`src/rtl/dlr_pkg.sv`:
```
// Shared types and constants for the DDA line rasterizer.
// Used by every module of the block; depends on nothing.
package dlr_pkg;

    // Default geometry
    localparam int DEF_COORD_BITS = 12;
    localparam int DEF_FRAC_BITS  = 16;

    // Field widths fixed by the register map
    localparam int SCREEN_BITS  = 11;
    localparam int COLOR_BITS   = 8;
    localparam int CFG_DATA_BITS = SCREEN_BITS;
    localparam int REG_IDX_BITS = 3;

    // Register reset values
    localparam logic [SCREEN_BITS-1:0] RST_SCREEN_WIDTH  = 11'd640;
    localparam logic [SCREEN_BITS-1:0] RST_SCREEN_HEIGHT = 11'd480;
    localparam logic [COLOR_BITS-1:0]  RST_LINE_RED      = 8'd0;
    localparam logic [COLOR_BITS-1:0]  RST_LINE_GREEN    = 8'd50;
    localparam logic [COLOR_BITS-1:0]  RST_LINE_BLUE     = 8'd0;

    // Lit green: -50/20 reduces to -5/2; 5*m = (m << 2) + m
    localparam int LIT_SHIFT = 2;
    localparam int LIT_MAX   = 255;

    // Request kinds
    localparam logic KIND_START = 1'b0;
    localparam logic KIND_STEP  = 1'b1;

    // Register indexes
    typedef enum logic [REG_IDX_BITS-1:0] {
        REG_SCREEN_WIDTH  = 3'd0,
        REG_SCREEN_HEIGHT = 3'd1,
        REG_LINE_RED      = 3'd2,
        REG_LINE_GREEN    = 3'd3,
        REG_LINE_BLUE     = 3'd4
    } dlr_reg_t;

    // Controller states
    typedef enum logic [0:0] {
        ST_IDLE = 1'b0,
        ST_DIV  = 1'b1
    } dlr_state_t;

    // Controller to datapath
    typedef struct packed {
        logic load_start;
        logic load_step;
        logic div_go;
    } dlr_cmd_t;

    // Datapath to controller
    typedef struct packed {
        logic steps_zero;
        logic div_done;
    } dlr_stat_t;

endpackage

```
`src/rtl/dlr_div.sv`:
```
// Two-lane restoring divider: |dx|<<FRAC and |dy|<<FRAC by the step count.
// One quotient bit per lane per cycle. Uses dlr_pkg.
module dlr_div
    import dlr_pkg::*;
#(
    parameter int COORD_BITS = DEF_COORD_BITS,
    parameter int FRAC_BITS  = DEF_FRAC_BITS
) (
    input  logic                         clk,
    input  logic                         rst_n,
    input  logic                         go,
    input  logic [COORD_BITS-1:0]        mag_x,
    input  logic [COORD_BITS-1:0]        mag_y,
    input  logic                         neg_x,
    input  logic                         neg_y,
    input  logic [COORD_BITS-1:0]        divisor,
    output logic                         done,
    output logic signed [FRAC_BITS+1:0]  quot_x,
    output logic signed [FRAC_BITS+1:0]  quot_y
);

    localparam int NB    = COORD_BITS + FRAC_BITS;
    localparam int CNT_W = $clog2(NB);
    localparam int QW    = FRAC_BITS + 2;

    logic                  busy_reg;
    logic [CNT_W-1:0]      cnt_reg;
    logic [COORD_BITS-1:0] den_reg;
    logic [COORD_BITS-1:0] rem_reg [2];
    logic [NB-1:0]         num_reg [2];
    logic                  neg_reg [2];
    logic [COORD_BITS-1:0] rem_next [2];
    logic [NB-1:0]         num_next [2];
    logic [COORD_BITS-1:0] mag_in [2];
    logic                  neg_in [2];
    logic signed [QW-1:0]  quot [2];

    assign mag_in[0] = mag_x;
    assign mag_in[1] = mag_y;
    assign neg_in[0] = neg_x;
    assign neg_in[1] = neg_y;

    assign done = busy_reg && (cnt_reg == CNT_W'(NB - 1));

    // One restoring step per lane; quotient bits shift into the numerator
    for (genvar l = 0; l < 2; l++) begin : g_lane
        logic [COORD_BITS:0] trial;
        logic [COORD_BITS:0] diff;
        logic                fits;

        assign trial = {rem_reg[l], num_reg[l][NB-1]};
        assign fits  = trial >= {1'b0, den_reg};
        assign diff  = trial - {1'b0, den_reg};
        assign rem_next[l] = fits ? diff[COORD_BITS-1:0] : trial[COORD_BITS-1:0];
        assign num_next[l] = {num_reg[l][NB-2:0], fits};

        // Quotient never exceeds 1.0, so FRAC+1 magnitude bits suffice
        assign quot[l] = neg_reg[l] ? -QW'(num_reg[l][QW-2:0])
                                    :  QW'(num_reg[l][QW-2:0]);

        always_ff @(posedge clk)
        begin
            if (go)
            begin
                rem_reg[l] <= '0;
                num_reg[l] <= {mag_in[l], {FRAC_BITS{1'b0}}};
                neg_reg[l] <= neg_in[l];
            end
            else if (busy_reg)
            begin
                rem_reg[l] <= rem_next[l];
                num_reg[l] <= num_next[l];
            end
        end
    end

    assign quot_x = quot[0];
    assign quot_y = quot[1];

    // Divisor capture
    always_ff @(posedge clk)
    begin
        if (go)
        begin
            den_reg <= divisor;
        end
    end

    // Iteration count
    always_ff @(posedge clk or negedge rst_n)
    begin
        if (!rst_n)
        begin
            busy_reg <= 1'b0;
            cnt_reg  <= '0;
        end
        else if (go)
        begin
            busy_reg <= 1'b1;
            cnt_reg  <= '0;
        end
        else if (busy_reg)
        begin
            if (done)
            begin
                busy_reg <= 1'b0;
            end
            cnt_reg <= cnt_reg + CNT_W'(1);
        end
    end

endmodule

```
`src/rtl/dlr_ctrl.sv`:
```
// Handshake controller: accepts requests, owns result valid, sequences the divider.
// Uses dlr_pkg for states, commands and status.
module dlr_ctrl
    import dlr_pkg::*;
(
    input  logic      clk,
    input  logic      rst_n,
    input  logic      in_valid,
    output logic      in_ready,
    input  logic      kind,
    output logic      out_valid,
    input  logic      out_ready,
    output dlr_cmd_t  cmd,
    input  dlr_stat_t stat
);

    dlr_state_t state_reg;
    dlr_state_t state_next;
    logic       out_valid_reg;
    logic       out_valid_next;
    logic       accept;

    // Outputs and commands
    always_comb
    begin
        in_ready = (state_reg == ST_IDLE) && (!out_valid_reg || out_ready);
        accept   = in_valid && in_ready;
        cmd.load_start = accept && (kind == KIND_START);
        cmd.load_step  = accept && (kind == KIND_STEP);
        cmd.div_go     = cmd.load_start && !stat.steps_zero;
    end

    // Next state
    always_comb
    begin
        state_next = state_reg;
        unique case (state_reg)
            ST_IDLE:
            begin
                if (cmd.div_go)
                begin
                    state_next = ST_DIV;
                end
            end
            ST_DIV:
            begin
                if (stat.div_done)
                begin
                    state_next = ST_IDLE;
                end
            end
        endcase
    end

    // Result valid: set on accept, cleared when taken
    always_comb
    begin
        priority if (accept)
        begin
            out_valid_next = 1'b1;
        end
        else if (out_ready)
        begin
            out_valid_next = 1'b0;
        end
        else
        begin
            out_valid_next = out_valid_reg;
        end
    end

    always_ff @(posedge clk or negedge rst_n)
    begin
        if (!rst_n)
        begin
            state_reg     <= ST_IDLE;
            out_valid_reg <= 1'b0;
        end
        else
        begin
            state_reg     <= state_next;
            out_valid_reg <= out_valid_next;
        end
    end

    assign out_valid = out_valid_reg;

endmodule

```
`src/rtl/dlr_dpath.sv`:
```
// Datapath: config registers, line setup, position accumulators, result register.
// Instantiates dlr_div; uses dlr_pkg.
module dlr_dpath
    import dlr_pkg::*;
#(
    parameter int COORD_BITS = DEF_COORD_BITS,
    parameter int FRAC_BITS  = DEF_FRAC_BITS
) (
    input  logic                            clk,
    input  logic                            rst_n,
    input  dlr_cmd_t                        cmd,
    output dlr_stat_t                       stat,
    input  logic                            cfg_we,
    input  logic [REG_IDX_BITS-1:0]         cfg_index,
    input  logic [CFG_DATA_BITS-1:0]        cfg_data,
    input  logic signed [COORD_BITS-1:0]    start_x,
    input  logic signed [COORD_BITS-1:0]    start_y,
    input  logic signed [COORD_BITS-1:0]    end_x,
    input  logic signed [COORD_BITS-1:0]    end_y,
    input  logic signed [COORD_BITS-1:0]    end_depth,
    output logic signed [COORD_BITS-1:0]    pixel_x,
    output logic signed [COORD_BITS-1:0]    pixel_y,
    output logic                            drawn,
    output logic [COLOR_BITS-1:0]           red,
    output logic [COLOR_BITS-1:0]           green,
    output logic [COLOR_BITS-1:0]           blue,
    output logic                            last
);

    localparam int PW   = COORD_BITS + FRAC_BITS + 1;
    localparam int QW   = FRAC_BITS + 2;
    localparam int CMPW = ((COORD_BITS + 1 > SCREEN_BITS) ? COORD_BITS + 1 : SCREEN_BITS) + 1;
    localparam int LW   = COORD_BITS + LIT_SHIFT + 1;
    localparam logic [PW-1:0] FRAC_ONES = PW'((64'd1 << FRAC_BITS) - 64'd1);

    // Config registers
    logic [SCREEN_BITS-1:0] width_reg;
    logic [SCREEN_BITS-1:0] height_reg;
    logic [COLOR_BITS-1:0]  red_reg;
    logic [COLOR_BITS-1:0]  green_reg;
    logic [COLOR_BITS-1:0]  blue_reg;

    always_ff @(posedge clk or negedge rst_n)
    begin
        if (!rst_n)
        begin
            width_reg  <= RST_SCREEN_WIDTH;
            height_reg <= RST_SCREEN_HEIGHT;
            red_reg    <= RST_LINE_RED;
            green_reg  <= RST_LINE_GREEN;
            blue_reg   <= RST_LINE_BLUE;
        end
        else if (cfg_we)
        begin
            unique case (cfg_index)
                REG_SCREEN_WIDTH:  width_reg  <= cfg_data;
                REG_SCREEN_HEIGHT: height_reg <= cfg_data;
                REG_LINE_RED:      red_reg    <= cfg_data[COLOR_BITS-1:0];
                REG_LINE_GREEN:    green_reg  <= cfg_data[COLOR_BITS-1:0];
                REG_LINE_BLUE:     blue_reg   <= cfg_data[COLOR_BITS-1:0];
                default:           ;
            endcase
        end
    end

    // Line setup: deltas, magnitudes, step count
    logic signed [COORD_BITS:0] dx;
    logic signed [COORD_BITS:0] dy;
    logic signed [COORD_BITS:0] ndx;
    logic signed [COORD_BITS:0] ndy;
    logic [COORD_BITS-1:0]      mag_x;
    logic [COORD_BITS-1:0]      mag_y;
    logic [COORD_BITS-1:0]      steps;
    logic                       steps_zero;

    assign dx    = (COORD_BITS + 1)'(end_x) - (COORD_BITS + 1)'(start_x);
    assign dy    = (COORD_BITS + 1)'(end_y) - (COORD_BITS + 1)'(start_y);
    assign ndx   = -dx;
    assign ndy   = -dy;
    assign mag_x = dx[COORD_BITS] ? ndx[COORD_BITS-1:0] : dx[COORD_BITS-1:0];
    assign mag_y = dy[COORD_BITS] ? ndy[COORD_BITS-1:0] : dy[COORD_BITS-1:0];
    assign steps = (mag_x > mag_y) ? mag_x : mag_y;

    assign steps_zero = (steps == '0);

    // Per-step increments
    logic signed [QW-1:0] step_x;
    logic signed [QW-1:0] step_y;
    logic                 div_done;

    dlr_div #(
        .COORD_BITS(COORD_BITS),
        .FRAC_BITS (FRAC_BITS)
    ) u_div (
        .clk    (clk),
        .rst_n  (rst_n),
        .go     (cmd.div_go),
        .mag_x  (mag_x),
        .mag_y  (mag_y),
        .neg_x  (dx[COORD_BITS]),
        .neg_y  (dy[COORD_BITS]),
        .divisor(steps),
        .done   (div_done),
        .quot_x (step_x),
        .quot_y (step_y)
    );

    // Status back to the controller
    assign stat = '{steps_zero: steps_zero, div_done: div_done};

    // Lit green of the first pixel: 2*trunc(5*m/2) for negative depth, clamped
    logic [COORD_BITS-1:0] zmag;
    logic [LW-1:0]         lit_full;
    logic [LW-1:0]         lit_even;
    logic [COLOR_BITS-1:0] lit;

    assign zmag     = $unsigned(-end_depth);
    assign lit_full = (LW'(zmag) << LIT_SHIFT) + LW'(zmag);
    assign lit_even = {lit_full[LW-1:1], 1'b0};

    always_comb
    begin
        priority if (!end_depth[COORD_BITS-1])
        begin
            lit = '0;
        end
        else if (lit_even > LW'(LIT_MAX))
        begin
            lit = COLOR_BITS'(LIT_MAX);
        end
        else
        begin
            lit = lit_even[COLOR_BITS-1:0];
        end
    end

    // Start pixel visibility
    logic start_on;

    assign start_on = !start_x[COORD_BITS-1] && !start_y[COORD_BITS-1]
                   && (CMPW'($unsigned(start_x)) < CMPW'(width_reg))
                   && (CMPW'($unsigned(start_y)) < CMPW'(height_reg));

    // Position advance and truncation toward zero
    logic signed [PW-1:0]  pos_x_reg;
    logic signed [PW-1:0]  pos_y_reg;
    logic signed [PW-1:0]  pos_x_next;
    logic signed [PW-1:0]  pos_y_next;
    logic [PW-1:0]         adj_x;
    logic [PW-1:0]         adj_y;
    logic                  step_on;
    logic [COORD_BITS-1:0] steps_left_reg;
    logic                  active_reg;
    logic                  final_step;

    assign pos_x_next = pos_x_reg + PW'(step_x);
    assign pos_y_next = pos_y_reg + PW'(step_y);
    assign adj_x = pos_x_next + (pos_x_next[PW-1] ? FRAC_ONES : '0);
    assign adj_y = pos_y_next + (pos_y_next[PW-1] ? FRAC_ONES : '0);

    assign step_on = !pos_x_next[PW-1] && !pos_y_next[PW-1]
                  && (CMPW'(pos_x_next[PW-1:FRAC_BITS]) < CMPW'(width_reg))
                  && (CMPW'(pos_y_next[PW-1:FRAC_BITS]) < CMPW'(height_reg));

    assign final_step = (steps_left_reg == COORD_BITS'(1));

    // Line state
    always_ff @(posedge clk or negedge rst_n)
    begin
        if (!rst_n)
        begin
            pos_x_reg      <= '0;
            pos_y_reg      <= '0;
            steps_left_reg <= '0;
            active_reg     <= 1'b0;
        end
        else if (cmd.load_start)
        begin
            pos_x_reg      <= PW'(start_x) <<< FRAC_BITS;
            pos_y_reg      <= PW'(start_y) <<< FRAC_BITS;
            steps_left_reg <= steps;
            active_reg     <= !steps_zero;
        end
        else if (cmd.load_step && active_reg)
        begin
            pos_x_reg      <= pos_x_next;
            pos_y_reg      <= pos_y_next;
            steps_left_reg <= steps_left_reg - COORD_BITS'(1);
            if (final_step)
            begin
                active_reg <= 1'b0;
            end
        end
    end

    // Result register
    logic signed [COORD_BITS-1:0] pixel_x_reg;
    logic signed [COORD_BITS-1:0] pixel_y_reg;
    logic                         drawn_reg;
    logic [COLOR_BITS-1:0]        red_out_reg;
    logic [COLOR_BITS-1:0]        green_out_reg;
    logic [COLOR_BITS-1:0]        blue_out_reg;
    logic                         last_reg;

    always_ff @(posedge clk)
    begin
        priority if (cmd.load_start)
        begin
            pixel_x_reg   <= start_x;
            pixel_y_reg   <= start_y;
            drawn_reg     <= start_on;
            red_out_reg   <= red_reg;
            green_out_reg <= lit;
            blue_out_reg  <= blue_reg;
            last_reg      <= steps_zero;
        end
        else if (cmd.load_step && active_reg)
        begin
            pixel_x_reg   <= adj_x[FRAC_BITS+COORD_BITS-1:FRAC_BITS];
            pixel_y_reg   <= adj_y[FRAC_BITS+COORD_BITS-1:FRAC_BITS];
            drawn_reg     <= step_on;
            red_out_reg   <= red_reg;
            green_out_reg <= green_reg;
            blue_out_reg  <= blue_reg;
            last_reg      <= final_step;
        end
        else if (cmd.load_step)
        begin
            // step with no line in progress
            pixel_x_reg   <= '0;
            pixel_y_reg   <= '0;
            drawn_reg     <= 1'b0;
            red_out_reg   <= '0;
            green_out_reg <= '0;
            blue_out_reg  <= '0;
            last_reg      <= 1'b1;
        end
    end

    assign pixel_x = pixel_x_reg;
    assign pixel_y = pixel_y_reg;
    assign drawn   = drawn_reg;
    assign red     = red_out_reg;
    assign green   = green_out_reg;
    assign blue    = blue_out_reg;
    assign last    = last_reg;

endmodule

```
`src/rtl/dda_line_rasterizer.sv`:
```
// Top level of the DDA line rasterizer: controller plus datapath.
// Depends on dlr_pkg, dlr_ctrl, dlr_dpath (and dlr_div below it).
//
//   channel  handshake                  payload
//   cfg      cfg_we                     cfg_index, cfg_data
//   in       in_valid / in_ready        kind, start_x, start_y, end_x, end_y, end_depth
//   out      out_valid / out_ready      pixel_x, pixel_y, drawn, red, green, blue, last
//
// A step request and a zero-length start do not wait on the divider; steps run back to back
// while each result is taken. A start with a nonzero step count then holds in_ready low while
// the shared two-lane serial divider forms the increments. The result register frees the
// input side: a new request is taken in the cycle its predecessor's result is taken. No
// clearing pass after reset; the control, config and line state registers reset at once.
module dda_line_rasterizer
    import dlr_pkg::*;
#(
    parameter int COORD_BITS = DEF_COORD_BITS,
    parameter int FRAC_BITS  = DEF_FRAC_BITS
) (
    input  logic                          clk,
    input  logic                          rst_n,
    input  logic                          cfg_we,
    input  logic [REG_IDX_BITS-1:0]       cfg_index,
    input  logic [CFG_DATA_BITS-1:0]      cfg_data,
    input  logic                          in_valid,
    output logic                          in_ready,
    input  logic                          kind,
    input  logic signed [COORD_BITS-1:0]  start_x,
    input  logic signed [COORD_BITS-1:0]  start_y,
    input  logic signed [COORD_BITS-1:0]  end_x,
    input  logic signed [COORD_BITS-1:0]  end_y,
    input  logic signed [COORD_BITS-1:0]  end_depth,
    output logic                          out_valid,
    input  logic                          out_ready,
    output logic signed [COORD_BITS-1:0]  pixel_x,
    output logic signed [COORD_BITS-1:0]  pixel_y,
    output logic                          drawn,
    output logic [COLOR_BITS-1:0]         red,
    output logic [COLOR_BITS-1:0]         green,
    output logic [COLOR_BITS-1:0]         blue,
    output logic                          last
);

    dlr_cmd_t  cmd;
    dlr_stat_t stat;

    dlr_ctrl u_ctrl (
        .clk      (clk),
        .rst_n    (rst_n),
        .in_valid (in_valid),
        .in_ready (in_ready),
        .kind     (kind),
        .out_valid(out_valid),
        .out_ready(out_ready),
        .cmd      (cmd),
        .stat     (stat)
    );

    dlr_dpath #(
        .COORD_BITS(COORD_BITS),
        .FRAC_BITS (FRAC_BITS)
    ) u_dpath (
        .clk      (clk),
        .rst_n    (rst_n),
        .cmd      (cmd),
        .stat     (stat),
        .cfg_we   (cfg_we),
        .cfg_index(cfg_index),
        .cfg_data (cfg_data),
        .start_x  (start_x),
        .start_y  (start_y),
        .end_x    (end_x),
        .end_y    (end_y),
        .end_depth(end_depth),
        .pixel_x  (pixel_x),
        .pixel_y  (pixel_y),
        .drawn    (drawn),
        .red      (red),
        .green    (green),
        .blue     (blue),
        .last     (last)
    );

endmodule

```
`config.mk`:
```
export PLATFORM = sky130hd
export DESIGN_NAME = dda_line_rasterizer
export DESIGN_NICKNAME = d
export VERILOG_FILES = /design/src/rtl/dlr_pkg.sv /design/src/rtl/dlr_div.sv /design/src/rtl/dlr_ctrl.sv /design/src/rtl/dlr_dpath.sv /design/src/rtl/dda_line_rasterizer.sv
export SDC_FILE = /design/constraint.sdc
export NUM_CORES = 1
export LEC_CHECK = 0
export BUFFER_PORTS_ARGS = -buffer_cell sky130_fd_sc_hd__buf_2
export CAP_MARGIN = 0
export CORE_MARGIN = 2
export CORE_UTILIZATION = 62
export CTS_CLUSTER_SIZE = 14
export DETAILED_ROUTE_END_ITERATION = 7
export PLACE_DENSITY = 0.9
export SLEW_MARGIN = 5
export SYNTH_ARGS = -nofsm -noshare
export SYNTH_HDL_FRONTEND = slang
export SYNTH_SLANG_ARGS = --single-unit
export TNS_END_PERCENT = 20
```
`constraint.sdc`:
```
create_clock -name clk -period 6.9 [get_ports clk]
set_clock_uncertainty 0.1 [all_clocks]
set_input_delay 0.345 -clock clk [delete_from_list [all_inputs] [get_ports clk]]
set_output_delay 0.345 -clock clk [all_outputs]
set_load 0.05 [all_outputs]
```
After elaboration in Yosys (flattened, before gate mapping)
Memory sizes are Yosys's and may differ from the RTL's.
Cells that the tools add are included.
{"block": "totals", "ff_bits": 187, "ramBits": 82, "input_bits": 80, "output_inout_bits": 52, "n_memories": 3}
{"memory": "u_dpath.u_div.num_reg", "words": 2, "word_bits": 28, "read_ports": 2, "rd_clocked_by_memory_dff": 0, "write_ports": 2, "line": "dlr_div.sv:30", "source": "logic [NB-1:0] num_reg [2];"}
{"memory": "u_dpath.u_div.rem_reg", "words": 2, "word_bits": 12, "read_ports": 2, "rd_clocked_by_memory_dff": 0, "write_ports": 2, "line": "dlr_div.sv:29", "source": "logic [COORD_BITS-1:0] rem_reg [2];"}
{"memory": "u_dpath.u_div.neg_reg", "words": 2, "word_bits": 1, "read_ports": 2, "rd_clocked_by_memory_dff": 0, "write_ports": 2, "line": "dlr_div.sv:31", "source": "logic neg_reg [2];"}
{"block": "classes", "add_sub_neg": 16, "magnitude_cmp": 8, "eq_ne": 6, "muxes": 55, "bitwise": 6, "reduce_logical": 33}
{"op": "$mux W12", "count": 14}
{"op": "$mux W29", "count": 4}
{"op": "$mux W8", "count": 9}
{"op": "$add A29 B18 Y29", "count": 2}
{"op": "$add A28 B28 Y28", "count": 2}
{"op": "$mux W28", "count": 2}
{"op": "$mux W18", "count": 2}
{"op": "$neg A12 Y12", "count": 3}
{"op": "$neg A17 Y18", "count": 2}
{"op": "$mux W16", "count": 2}
{"op": "$ge A13 B12 Y1", "count": 2}
{"op": "$lt A13 B11 Y1", "count": 2}
{"op": "$sub A12 B12 Y13", "count": 2}
{"op": "$lt A12 B11 Y1", "count": 2}
{"op": "$sub A12 B12 Y12", "count": 2}
{"op": "$mux W1", "count": 19}
{"op": "$add A14 B12 Y15", "count": 1}
{"op": "$gt A15 B8 Y1 const B", "count": 1}
{"op": "$logic_and A1 B1 Y1", "count": 13}
{"op": "$eq A12 B1 Y1 const B", "count": 1}
{"op": "$gt A12 B12 Y1", "count": 1}
{"op": "$logic_not A12 Y1", "count": 1}
{"op": "$reduce_and A2 Y1", "count": 6}
{"op": "$sub A12 B1 Y12 const B", "count": 1}
{"op": "14 further kinds", "count": 28}

Logic depth before layout (Yosys ltp)
Gate-level depths: netlist (run 1).
{"block": "depth", "ltp_word": 11, "mapped_depth": 29, "depth_no_buf": 29}

Modules after synthesis
From an unflattened synthesis (run 1), not the netlist that was laid out.
{"block": "unflattened", "hier_cells": 2348, "area_unflattened_um2": 20970.1}
{"module": "dlr_dpath", "instances": 1, "cells_per_inst": 1754, "area_per_inst_um2": 14974.4, "seq_area_each_um2": 4440.5}
{"module": "dlr_div", "instances": 1, "cells_per_inst": 581, "area_per_inst_um2": 5873.1, "seq_area_each_um2": 2972.9}
{"module": "dlr_ctrl", "instances": 1, "cells_per_inst": 13, "area_per_inst_um2": 122.6, "seq_area_each_um2": 50.0}

Least setup slack after synthesis (run 1)
OpenSTA, ideal clock, no wires.
{"block": "synth_timing", "path_kind": "input-to-reg", "start": "input end_y[0]", "end": "memory u_dpath.u_div.num_reg[0][0] (netlist name) (enable)", "t_arrival_ps": 5500, "path_slack_ps": 896, "cell_stages": 23, "n_path_buf": 1, "path_cell_list": "inv_1 -> ha_1 -> fa_1 -> nand2b_1 -> a21o_1 -> a21oi_1 -> xor2_1 -> nor3_1 -> nand3_1 -> o221a_2 -> a211oi_1 -> inv_1 -> ha_1 -> nand4_1 -> nor2_1 -> o21ai_0 -> o211ai_1 -> o31a_1 -> buf_1 -> o21ai_0 -> o2111a_1 -> a21oi_4 -> or2_2"}
{"element": "start: declaration", "line": "dda_line_rasterizer.sv:31", "source": "input logic signed [COORD_BITS-1:0] end_y,"}
{"element": "end: declaration", "line": "dlr_div.sv:30"}

==> impl_metrics.json, run 1 <==
{
  "synthCells": 2100,
  "final_common_cell": "nand2_1",
  "total_power_mw": 11.2,
  "final_util_pct": 70.2,
  "io_buffers": 131,
  "wl_mm": 56.6,
  "drc_errors": 0,
  "rows": 65,
  "clock.fmax_mhz": 154,
  "synthTopCellsByArea": "edfxtp_1, dfrtp_1, ha_1",
  "top_layer": "met5",
  "ant_nets": 0,
  "required_ns": 7.11,
  "largest_reg_flops": 56,
  "pwr-share-seq_pct": 25.9,
  "via_per_inst": 6.65,
  "die_area_um2": 33600,
  "area_delta_synth_final_pct": 11.2,
  "worst_pin_slew_ns": 1.28,
  "vias": 17700,
  "grt_pass1_wl_mm": 90.8,
  "start_kind": "register",
  "leakage_nw": 9.67,
  "cts_tree": "done",
  "synth_edf_count": 144,
  "end_kind": "register",
  "clockBufferDepth": 3,
  "ioPinCount": 132,
  "h-tree-depth": 1,
  "maxSlewHeadroom_pct": 14.3,
  "synth_cell_types": 95,
  "finalHoldViolations": 0,
  "synth.ff_latch_count": 269,
  "cts_buffers": 29,
  "status": "completed",
  "dr_wl_met2_mm": 27.2,
  "drt_iter0_drc": 1638,
  "maxCapViolations": 0,
  "dpl.cell_count": 2592,
  "async_flop_share_pct": 46.5,
  "critical_path_class": "register to register",
  "syn_nets": 2372,
  "yosys.area.top_type": "edfxtp_1",
  "ys.flop_type": "edfxtp_1",
  "start_util_pct": 63.1,
  "nNetsFinal": 2507,
  "ir_drop_mv": 0.240,
  "clkPwrFrac_pct": 13.9,
  "final_cell_mix": "nand2_1, ha_1, edfxtp_1, o21ai_0, inv_1",
  "chipHeight_um": 183,
  "fill_cells": 2182,
  "fin_tns_setup_ns": 0,
  "cp.arrival_ns": 6.71,
  "intPower_mw": 6.01,
  "gp_congestion": 0.947,
  "grt_usage_pct": 33.6,
  "swShare_pct": 46.1,
  "wl_met1_mm": 21.3,
  "drive_gt1_share_pct": 12.9,
  "cp_slowest_cell": "or4_1",
  "diodes": 0,
  "p_sw_mw": 5.14,
  "clkLatencyLatePin_ns": 0.57,
  "min-delay-path-class": "primary input to register",
  "grt_max_degree": 77,
  "p_per_area_nw_per_um2": 504,
  "crit_chain": "or4_1, nor4_1, nand3b_1, o21ai_1, inv_1, ha_1, nand2_1, o21ai_0, a31oi_1, o21ai_0, a21o_1, xnor2_1, buf_4, ha_1, and3_1, or4b_1, mux2i_1, a21oi_1, buf_4, or3b_1, mux2_2, o211ai_1",
  "netlist_area_um2": 19900,
  "instances_no_fill": 2660,
  "ys_seq_area_share_pct": 37.5,
  "overflow": 0,
  "cp_max_fo": 11,
  "clk_pin_slew_ns": 0.06,
  "met3_length_mm": 4.99,
  "antenna_found_initial": 2,
  "core_region_area_um2": 31600,
  "avgSynthCellArea_um2": 9.48,
  "cts-root-buf": "clkbuf_16",
  "die_w_um": 183,
  "grt_pass1_vias": 17600,
  "power_frac_comb_pct": 60.2,
  "netlist.area_leader.share_pct": 21.7,
  "wire_per_inst_um": 21.3,
  "dp_hpwl_mm": 39.7,
  "cp_slowest_stage_delay_ns": 0.59,
  "synth_warnings": 0,
  "rsz0062_at_grt": "false",
  "post-route-period-util_pct": 94.2,
  "finalCriticalPeriod_ns": 6.50,
  "maxSlewViolCount": 0,
  "first_pass_iters": 6,
  "clkSinkCount": 269,
  "setup-violations-final": 0
}
[timing repair]
item	in CTS	in global routing
hold buffers	14	0
endpoints found under the setup margin	0	12
resized for setup	0	7
setup buffers	0	0
hold endpoints to repair	67	0
[power by group through the flow]
stage          clock [mW]  sequential, mW  combinational, mW
6_report             1.55            2.89               6.71
2_1_floorplan           0            2.90               4.84
4_1_cts              1.55            2.86               6.54
3_5_place_dp            0            2.88               6.45
3_3_place_gp            0            2.85               6.15
5_1_grt              1.62            2.94               7.35
[cell families after synthesis]
family	after synthesis	share of synthesized area (%)
fa+ha+maj	192	12.3
compound gates	555	18.9
flops	269	37.5
buf+inv	203	4.02
xor+xnor	163	7.25
simple gates	651	16.4
mux	67	3.58
[per-stage QoR]
stage	instance area (um2)	hold slack [ns]	setup slack (ns)
global route	22100	0.0197	0.00630
floorplan	19900	-0.0506	0.896
finish	22100	0.0209	0.397
global placement	21000	0.355	0.490
detailed placement	21000	0.356	0.268
CTS	22100	0.000652	0.197
[synthesized netlist by cell type, drive strengths merged, types with 7 or more instances]
master,instances
mux2i,33
nand2,195
mux2,34
nor2b,42
o211ai,27
xor2,40
a21o,58
o311ai,8
ha,185
nand2b,35
nor2,122
nor4,17
inv,134
a21oi,117
o21ai,145
a211oi,20
or4,9
o21a,27
or3,16
o31ai,20
or2,9
o21bai,9
nand4,32
xnor2,123
o2111ai,7
nor3b,7
buf,19
and3,16
clkbuf,48
fa,7
a31oi,14
edfxtp,144
dfstp,9
nor3,45
nand3,44
a21boi,7
dfrtp,116
and2,36
o41ai,7
a22o,26
[layout make-up]
class,instances,area [um2],area share [%]
sequential,269,7460,33.7
multi-input combinational,1628,11700,52.8
inverter,136,510,2.31
timing repair buffer,171,1030,4.66
clock buffer,44,875,3.95
clock inverter,10,65.1,0.294
tap,402,503,2.27
[metal layers]
layer  global-route usage [%]  vias up
met3                     5.18      233
met4                     16.2        4
met1                     42.1     8479
li1                         -     7963
met2                     57.2      997
met5                        0        -
[path summary, 6_finish.rpt]
kind	endpoint	depth (start not counted)	start	slack (ns)
setup / recovery	u_dpath.pixel_y[8]$_DFFE_PP_	22	u_dpath.u_div.num_reg[1][3]$_SDFFCE_PN0P_	0.40
hold / removal	u_dpath.height_reg[5]$_DFFE_PN1P_	3	cfg_data[5]	0.02
setup reg to reg	u_dpath.pixel_y[8]$_DFFE_PP_	22	u_dpath.u_div.num_reg[1][3]$_SDFFCE_PN0P_	0.40
hold reg to reg	u_dpath.pos_y_reg[0]$_DFFE_PN0P_	1	u_dpath.pos_y_reg[0]$_DFFE_PN0P_	0.41
max in group asynchronous	u_dpath.pos_x_reg[11]$_DFFE_PN0P_	3	rst_n	4.85
min in group asynchronous	u_dpath.red_reg[2]$_DFFE_PN0P_	2	rst_n	0.34
[worst max-delay path: cells and delay by family, from the launching register on]
family | cells | cell delay (ns)
fa+ha+maj | 2 | 0.81
flops | 1 | 0.44
xor+xnor | 1 | 0.09
mux | 2 | 0.39
buf+inv | 3 | 0.63
compound gates | 7 | 1.41
simple gates | 7 | 2.34
Power figures use the tool's default switching activity.
==> inputs of run 2 (changes only) <==
==> constraint.sdc (replaced) <==
create_clock -name clk -period 6.9 [get_ports clk]
set_clock_uncertainty 0.1 [all_clocks]
set_input_delay 0 -clock clk [delete_from_list [all_inputs] [get_ports clk]]
set_output_delay 0 -clock clk [all_outputs]
set_load 0.05 [all_outputs]
==> run 2 against run 1 <==
The flow now finishes with violations (negative hold slack). Maximum frequency decreased by 1.2%. Clock power increased by 10%. Die area unchanged. Final area increased by 2.0%. Global-route usage increased by 2.2 points. Critical endpoint is now u_dpath.u_div.rem_reg[0][0]$_SDFFCE_PN0P_.
==> impl_metrics.json, run 2 (same netlist as run 1, synthesis figures left out) <==
{
  "overflow": 0,
  "clkLatencyLatePin_ns": 0.57,
  "rows": 65,
  "area_delta_synth_final_pct": 13.5,
  "required_ns": 7.15,
  "grt_pass1_wl_mm": 95.5,
  "maxCapViolations": 0,
  "chipHeight_um": 183,
  "start_util_pct": 63.1,
  "cts_buffers": 29,
  "finalCriticalPeriod_ns": 6.58,
  "finalHoldViolations": 5,
  "clkSinkCount": 269,
  "ir_drop_mv": 0.251,
  "cp.arrival_ns": 6.83,
  "final_common_cell": "nand2_1",
  "grt_pass1_vias": 18100,
  "total_power_mw": 11.4,
  "ant_nets": 0,
  "fin_tns_setup_ns": 0,
  "io_buffers": 131,
  "dp_hpwl_mm": 39.7,
  "violations": "negative hold slack",
  "fill_cells": 2064,
  "first_pass_iters": 7,
  "vias": 18100,
  "cts_tree": "done",
  "post-place-ws_ns": 0.165,
  "postCtsSetupBuffers": 0,
  "wire_per_inst_um": 22.4,
  "finalInstanceArea_um2": 22600,
  "h-tree-depth": 1,
  "core_region_area_um2": 31600,
  "worst_pin_slew_ns": 1.03,
  "holdWs_ns": -0.00518,
  "maxSlewViolCount": 0,
  "largest_reg_flops": 56,
  "cts-root-buf": "clkbuf_16",
  "clk_pin_slew_ns": 0.07,
  "clockBufferDepth": 3,
  "maxSlewHeadroom_pct": 31.0,
  "antenna_found_initial": 1,
  "die_w_um": 183,
  "final_cell_mix": "nand2_1, ha_1, edfxtp_1, o21ai_0, inv_1",
  "nNetsFinal": 2542,
  "leakage_nw": 9.84,
  "post-route-period-util_pct": 95.4,
  "clock.fmax_mhz": 152,
  "die_area_um2": 33600,
  "postPlaceCellArea_um2": 21000,
  "critical_path_class": "primary input to register",
  "ioPinCount": 132,
  "min-delay-path-class": "primary input to asynchronous set/reset pin",
  "grt_usage_pct": 35.8,
  "end_kind": "register",
  "start_kind": "primary input",
  "crit_start": "start_y[0]",
  "cp_max_fo": 27,
  "wl_mm": 60.4,
  "drc_errors": 0,
  "drive_gt1_share_pct": 12.7,
  "status": "finished, violations left",
  "drt_iter0_drc": 1772,
  "grt_max_degree": 75,
  "setup-violations-final": 0,
  "p_per_area_nw_per_um2": 506,
  "gp_congestion": 0.987,
  "fin_ws_ns": 0.319,
  "via_per_inst": 6.72,
  "reg2reg_from": "u_dpath.u_div.num_reg[0][4]$_SDFFCE_PN0P_"
}
==> run 2: cell count changes in the layout (fill, tap and decap cells not counted), moves of 2 or more <==
cell           before  now
bufinv_16           0    6
clkbuf_1            8    4
clkbuf_16          31   29
clkbuf_8            5    1
clkinvlp_4          1    5
diode_2             0    2
dlygate4sd3_1      14   51
ha_1              182  184
ha_2                3    1
==> run 2: final cells by class <==
cell class                 instances  area, um2  share of cell area, %
multi-input combinational       1628      11700                   51.8
sequential                       269       7460                   33.0
timing repair buffer             206       1370                   6.08
clock buffer                      34        754                   3.34
inverter                         136        510                   2.26
tap                              402        503                   2.23
clock inverter                    20        273                   1.21
antenna                            2       5.00                 0.0222
==> run 2: final timing paths <==
check / to / slack, ns / cells past startpoint
max reg2reg: u_dpath.pixel_x[10]$_DFFE_PP_ / 0.41 / 27
min in group clk: u_dpath.u_div.num_reg[1][16]$_DFFE_PP_ / 0.04 / 4
max in group asynchronous: u_dpath.pos_x_reg[2]$_DFFE_PN0P_ / 5.20 / 3
min reg2reg: u_dpath.pos_x_reg[14]$_DFFE_PN0P_ / 0.40 / 2
max: u_dpath.u_div.rem_reg[0][0]$_SDFFCE_PN0P_ / 0.32 / 27
min: u_dpath.red_reg[4]$_DFFE_PN0P_ / -0.005 / 2
==> run 2: metal layers <==
layer / up-vias / GRT usage [%] / share of wire (%)
met5: - / 0 / 0.030
met4: 2 / 20.0 / 6.4
met3: 305 / 7.13 / 10
met2: 1217 / 59.3 / 47
met1: 8556 / 43.9 / 37
li1: 8033 / - / -
==> run 2: power breakdown <==
| part | switching [mW] | leakage [nW] | internal (mW) |
|---|---|---|---|
| Combinational | 4.11 | 6.38 | 2.69 |
| Clock | 0.701 | 0.489 | 1.01 |
| Sequential | 0.447 | 2.97 | 2.46 |
| Total | 5.26 | 9.84 | 6.16 |
==> run 2: repair_timing <==
action	4_1_cts	5_1_grt
hold buffers	50	1
resized for setup	0	7
setup endpoints to repair	0	12
endpoints found under the hold margin	164	4
==> run 2: per-stage QoR <==
stage                     utilization (%)  cells  hold WS (ns)
after floorplan                         -   2100        -0.396
after global placement               66.6   2590       0.00567
after detailed placement             66.6   2590        0.0182
after CTS                            71.4   2694        0.0104
after global routing                 71.6   2695        0.0472
final                                71.6   2697      -0.00518
==> run 2: worst max-delay path, cell delays in order <==
cell,delay [ns]
dlygate4sd3_1,0.57
buf_2,0.18
ha_1,0.26
fa_1,0.45
nand2b_1,0.21
a21o_1,0.22
a21oi_1,0.23
xor2_1,0.15
nor3_1,0.33
nand3_1,0.22
o221a_2,0.29
a211oi_1,0.44
inv_1,0.09
ha_1,0.31
nand4_1,0.16
nor2_1,0.14
o21ai_0,0.09
o211ai_1,0.10
o31a_1,0.39
buf_4,0.22
nand4_1,0.14
a32oi_1,0.21
o2111a_1,0.30
a21oi_4,0.12
nand2b_2,0.40
buf_4,0.34
a211oi_1,0.28
